$ cat config.mk
export PLATFORM = sky130hd
export DESIGN_NAME = pdt_ctrl
export DESIGN_NICKNAME = d
export VERILOG_FILES = /design/src/pdt_pkg.sv /design/src/pdt_ctrl.sv
export SDC_FILE = /design/constraint.sdc
export NUM_CORES = 1
export LEC_CHECK = 0
export BUFFER_PORTS_ARGS = -buffer_cell sky130_fd_sc_hd__buf_2
export CAP_MARGIN = 25
export CELL_PAD_IN_SITES_DETAIL_PLACEMENT = 2
export CELL_PAD_IN_SITES_GLOBAL_PLACEMENT = 2
export CORE_AREA = 4 4 51 53
export CTS_CLUSTER_SIZE = 16
export DETAILED_ROUTE_END_ITERATION = 12
export DIE_AREA = 0 0 55 57
export GPL_TIMING_DRIVEN = 0
export HOLD_SLACK_MARGIN = 0.05
export PLACE_DENSITY_LB_ADDON = 0.1
export SYNTH_ARGS = -nofsm -noshare
export SYNTH_HDL_FRONTEND = slang
export SYNTH_SLANG_ARGS = --single-unit
$ cat constraint.sdc
create_clock -name aclk -period 1.92 [get_ports aclk]
set_input_delay 0.096 -clock aclk [delete_from_list [all_inputs] [get_ports aclk]]
set_output_delay 0.096 -clock aclk [all_outputs]
set_load 0.1 [all_outputs]
$ cat src/pdt_pkg.sv
// Shared types, widths and codes of the watched-descriptor table.
`timescale 1ns / 1ps

package pdt_pkg;

    localparam int SLOTS            = 64;
    localparam int DESCRIPTOR_RANGE = 1024;

    localparam int SLOT_W  = $clog2(SLOTS);
    localparam int COUNT_W = $clog2(SLOTS + 1);
    localparam int MAP_AW  = $clog2(DESCRIPTOR_RANGE);

    localparam int KIND_W     = 3;
    localparam int DESC_W     = 10;
    localparam int CONN_W     = 16;
    localparam int MASK_W     = 16;
    localparam int STATUS_W   = 2;
    localparam int SLOTIDX_W  = 6;
    localparam int ENTRIES_W  = 7;

    localparam int IN_BITS    = KIND_W + DESC_W + CONN_W + MASK_W;
    localparam int OUT_BITS   = STATUS_W + SLOTIDX_W + MASK_W + ENTRIES_W + 1 + DESC_W;
    localparam int S_TDATA_W  = ((IN_BITS + 7) / 8) * 8;
    localparam int M_TDATA_W  = ((OUT_BITS + 7) / 8) * 8;

    localparam logic [KIND_W-1:0] KIND_ADD = 3'd0;
    localparam logic [KIND_W-1:0] KIND_DEL = 3'd1;
    localparam logic [KIND_W-1:0] KIND_RX  = 3'd2;
    localparam logic [KIND_W-1:0] KIND_TX  = 3'd3;
    localparam logic [KIND_W-1:0] KIND_SET = 3'd4;

    localparam logic [MASK_W-1:0] EV_IN  = 16'h0001;
    localparam logic [MASK_W-1:0] EV_OUT = 16'h0004;

    typedef enum logic [STATUS_W-1:0] {
        STAT_DONE   = 2'd0,
        STAT_FULL   = 2'd1,
        STAT_ABSENT = 2'd2,
        STAT_DUP    = 2'd3
    } status_t;

    typedef enum logic [2:0] {
        RES_BAD,
        RES_FULL,
        RES_DUP,
        RES_ADD,
        RES_DEL_LAST,
        RES_MOVE,
        RES_EDIT
    } res_src_t;

    typedef struct packed {
        logic [CONN_W-1:0] owner;
        logic [MASK_W-1:0] mask;
        logic [DESC_W-1:0] desc;
    } slot_entry_t;

    typedef struct packed {
        logic     req_load;
        logic     clear_wr;
        logic     add_wr;
        logic     del_clr;
        logic     rd_last;
        logic     rd_idx;
        logic     move_wr;
        logic     edit_wr;
        logic     res_load;
        res_src_t res_src;
        logic     out_load;
    } cmd_t;

    typedef struct packed {
        logic clear_last;
        logic bad;
        logic is_add;
        logic is_del;
        logic full;
        logic present;
        logic last_hit;
        logic out_free;
    } sts_t;

endpackage

$ cat src/pdt_ctrl.sv
// Controller state machine that sequences each request through the datapath.
`timescale 1ns / 1ps

module pdt_ctrl import pdt_pkg::*; (
    input  logic aclk,
    input  logic aresetn,
    input  logic s_tvalid,
    output logic s_tready,
    input  sts_t sts,
    output cmd_t cmd
);

    typedef enum logic [5:0] {
        ST_CLEAR  = 6'b000001,
        ST_IDLE   = 6'b000010,
        ST_LOOKUP = 6'b000100,
        ST_MOVE   = 6'b001000,
        ST_EDIT   = 6'b010000,
        ST_EMIT   = 6'b100000
    } state_t;

    state_t state_reg, state_next;

    always_comb begin
        state_next   = state_reg;
        cmd          = '0;
        cmd.res_src  = RES_BAD;
        s_tready     = 1'b0;
        case (state_reg)
            ST_CLEAR: begin
                cmd.clear_wr = 1'b1;
                if (sts.clear_last) begin
                    state_next = ST_IDLE;
                end
            end
            ST_IDLE: begin
                s_tready = 1'b1;
                if (s_tvalid) begin
                    cmd.req_load = 1'b1;
                    state_next   = ST_LOOKUP;
                end
            end
            ST_LOOKUP: begin
                cmd.res_load = 1'b1;
                state_next   = ST_EMIT;
                if (sts.bad) begin
                    cmd.res_src = RES_BAD;
                end else if (sts.is_add) begin
                    if (sts.full) begin
                        cmd.res_src = RES_FULL;
                    end else if (sts.present) begin
                        cmd.res_src = RES_DUP;
                    end else begin
                        cmd.add_wr  = 1'b1;
                        cmd.res_src = RES_ADD;
                    end
                end else if (!sts.present) begin
                    cmd.res_src = RES_BAD;
                end else if (sts.is_del) begin
                    cmd.del_clr = 1'b1;
                    if (sts.last_hit) begin
                        cmd.res_src = RES_DEL_LAST;
                    end else begin
                        // Fetch the last slot so it can fill the hole.
                        cmd.res_load = 1'b0;
                        cmd.rd_last  = 1'b1;
                        state_next   = ST_MOVE;
                    end
                end else begin
                    cmd.res_load = 1'b0;
                    cmd.rd_idx   = 1'b1;
                    state_next   = ST_EDIT;
                end
            end
            ST_MOVE: begin
                cmd.move_wr  = 1'b1;
                cmd.res_load = 1'b1;
                cmd.res_src  = RES_MOVE;
                state_next   = ST_EMIT;
            end
            ST_EDIT: begin
                cmd.edit_wr  = 1'b1;
                cmd.res_load = 1'b1;
                cmd.res_src  = RES_EDIT;
                state_next   = ST_EMIT;
            end
            ST_EMIT: begin
                if (sts.out_free) begin
                    cmd.out_load = 1'b1;
                    state_next   = ST_IDLE;
                end
            end
            default: begin
                state_next = ST_IDLE;
            end
        endcase
    end

    always_ff @(posedge aclk) begin
        if (!aresetn) begin
            state_reg <= ST_CLEAR;
        end else begin
            state_reg <= state_next;
        end
    end

endmodule

==> results by group <==
Run status
  • Status: complete, but fails checks
  • Failing checks: setup timing

CTS
  • Clock Tree Root: clkbuf_4
  • Num CTS Buffers: 3
  • Worst skew pair latency: about 0.25 ns
  • CTS sink cnt: 6
  • Reg clk slew, reported paths: 0.05 ns
  • CTS tree: yes
  • Clock Path Buffers: 2
  • H-tree levels: 1

Route
  • First DRT Iteration DRCs: 2
  • Vias: 540
  • M1 wire length: around 650 um
  • Max layer used: met4
  • Residual DRC: 0
  • First-pass DRT Iterations: 2
  • WL/cell: roughly 13 um
  • DR WL met3: 109 um
  • Drt via density: 4.737
  • Routed length on met2: ~720 um
  • Post-DRT Antenna Nets: 0
  • WL final: between 1000 and 1500 um

STA
  • Total negative slack: -0.1205 ns
  • Worst-Margin Slew: slightly below 0.5 ns
  • Tcrit/Tclk final: 103.6%
  • Hold slack: around 0.09 ns
  • Post-route clock skew: 0.003847 ns
  • Min Tclk post-route: around 2 ns
  • Setup violators final: 3
  • Max Clk Rate: between 0.5 and 0.6 GHz
  • Setup ws final: -0.06886 ns
  • Final hold vios: 0
  • Slew Viols, Final: 0
  • RSZ-0062 raised after global routing: true
  • Slew headroom: roughly two thirds

Cells and area
  • Non-Filler Instances: between 100 and 150
  • Max FFs per register: 6
  • ANT cells: 0
  • Area Growth Syn to Fin: 100.0%
  • Layout cells sized above 1: around 65%
  • Final instance area: between 800 and 900 um^2
  • Final nets: between 90 and 100

Logic synthesis
  • Top FF cell, synth: dfxtp_1
  • Number of synthesized flops with an enable pin: 0
  • Area share of the largest cell type after synthesis: a little over a quarter
  • Syn nets: 64
  • Sequential share of the synthesized area: 27.27%
  • Synthesized netlist cell count: 53
  • Count leader, synth: dfxtp_1
  • Synth cell types: 25
  • Synth area leaders: dfxtp_1, nor4_2, nand2b_1
  • Synth area leader: dfxtp_1
  • YS warnings: 0
  • Post-Syn Area: 440.4 um^2
  • Async SR Flop Fraction: 0%
  • Mean area per synthesized cell: just over 8 um^2
  • Yosys reg bits: 6
  • Synth cell count leaders: dfxtp_1, inv_1, nand2b_1, nor2_1, nor3_1

Placement
  • Placer Congestion: ~0.67
  • DPL Wire Length: 1208 um
  • Number of buffers added on ports: 24
  • DP Worst Slack: -0.1020 ns
  • DP Cell Count: 105
  • Post-DP Area: 675.6 um^2

Run
  • Max_cap viols: 0

Global routing
  • Initial antenna violation count: 0
  • Vias in the first global route: about 580
  • Pin count of the biggest net entering global routing: 8
  • Global route total overflow: 0
  • First-pass GRT wire length: ~2600 um
  • Tot GR Track Use: 11.00%

Floorplan
  • Boundary Pins: 25
  • Die X: between 50 and 60 um
  • Num rows: 17
  • Core Region: ~2100 um^2
  • Die area: around 3100 um^2
  • Starting density of the core: around a fifth
  • Die Y-Extent: about 57 um

Worst setup path
  • Crit-path max FO: 4
  • Worst setup SP type: register
  • CP Capture Type: output pin
  • Critical Setup Path Class: register to output pin
  • Worst-path cell chain: or3b_4 > nor3_4 > buf_6 > nand3_4 > o22ai_4 > buf_12
  • Crit-path max cell delay: 0.42 ns
  • WP data arrival: around 1.9 ns
  • CP Data Required Time: around 1.8 ns
  • Slowest-stage cell, CP: or3b_4

Pwr
  • LEAKAGE: 0.3651 nW
  • Pwr Density: slightly above 400 nW/um^2
  • Maximum VDD drop: 303.5 uV

Hold path
  • Hold WC Path Type: input pin to register
## worst max-delay path: cells and delay by family (launching register included)
kind	cells	cell delay (ns)
buf+inv	2	0.34
simple gates	3	0.80
compound gates	1	0.17
flops	1	0.33
## placed cells by master, fill, tap and decap left out
| cell | count |
|---|---|
| buf_2 | 12 |
| buf_4 | 9 |
| buf_12 | 6 |
| clkbuf_4 | 5 |
| nand2b_1 | 3 |
| nor3_4 | 3 |
| a21o_1 | 3 |
| inv_1 | 3 |
| nor2_4 | 3 |
| nor4_2 | 3 |
| dfxtp_4 | 3 |
| nand3b_1 | 2 |
| nor3_1 | 2 |
| nor2b_1 | 2 |
| nand2_1 | 2 |
| a21oi_1 | 2 |
| nor3b_1 | 2 |
| o21ai_0 | 2 |
| dfxtp_1 | 2 |
| or3_4 | 1 |
| or3b_4 | 1 |
| nand2b_4 | 1 |
| nor2_1 | 1 |
| and3_2 | 1 |
| nand3_4 | 1 |
| o22ai_4 | 1 |
| inv_2 | 1 |
| and4b_1 | 1 |
| a31o_4 | 1 |
| and2_2 | 1 |
| and3_1 | 1 |
| or4bb_1 | 1 |
| a211oi_1 | 1 |
| buf_8 | 1 |
| buf_6 | 1 |
| dfxtp_2 | 1 |
## through the flow
stage,power [W],util [%]
3_5_place_dp,0.0002423,31.45
5_1_grt,0.0003831,41.00
6_report,0.0003625,41.00
3_3_place_gp,0.0002420,31.45
2_1_floorplan,0.0002113,-
4_1_cts,0.0003722,39.72
## metal layers
layer	GRT usage (%)	vias up
li1	-	264
met1	14.49	250
met2	18.24	23
met3	0.7833	3
met4	4.167	0
met5	0	-
## cell families after synthesis
logic type      Yosys count  share of synthesized area (%)
flops                     6                          27.27
simple gates             32                          51.99
compound gates           10                          14.77
buf+inv                   5                          5.965
## timing repair
item                                    4_1_cts  5_1_grt
hold endpoints to repair                      0        0
resized for setup                            35        7
setup buffers                                 4        3
gates cloned                                  0        0
pin swaps                                     5        6
hold buffers                                  0        0
endpoints found under the setup margin        8        8
## power breakdown
group | total, W | internal (W) | switching, W
Clock | 0.000119 | 0.0000709 | 0.0000480
Combinational | 0.000113 | 0.0000346 | 0.0000785
Sequential | 0.000130 | 0.000127 | 0.00000358
Total | 0.000362 | 0.000232 | 0.000130
## final timing paths
path                        startpoint  slack [ns]                   endpoint  cells after the start
max          state_reg[4]$_SDFFE_PN0P_       -0.07                     cmd[3]                      6
min                             sts[1]        0.09  state_reg[3]$_SDFFE_PN0P_                      2
max reg2reg  state_reg[4]$_SDFFE_PN0P_        0.14  state_reg[3]$_SDFFE_PN0P_                      6
min reg2reg  state_reg[5]$_SDFFE_PN0P_        0.66  state_reg[5]$_SDFFE_PN0P_                      2
## layout make-up
cell class,count,area (um^2)
clock buffer,3,22.52
fill,241,1267
inverter,4,15.01
multi-input combinational,42,386.6
sequential,6,132.6
tap,28,35.03
timing repair buffer,31,289.0
(Power assumes the default switching activity.)
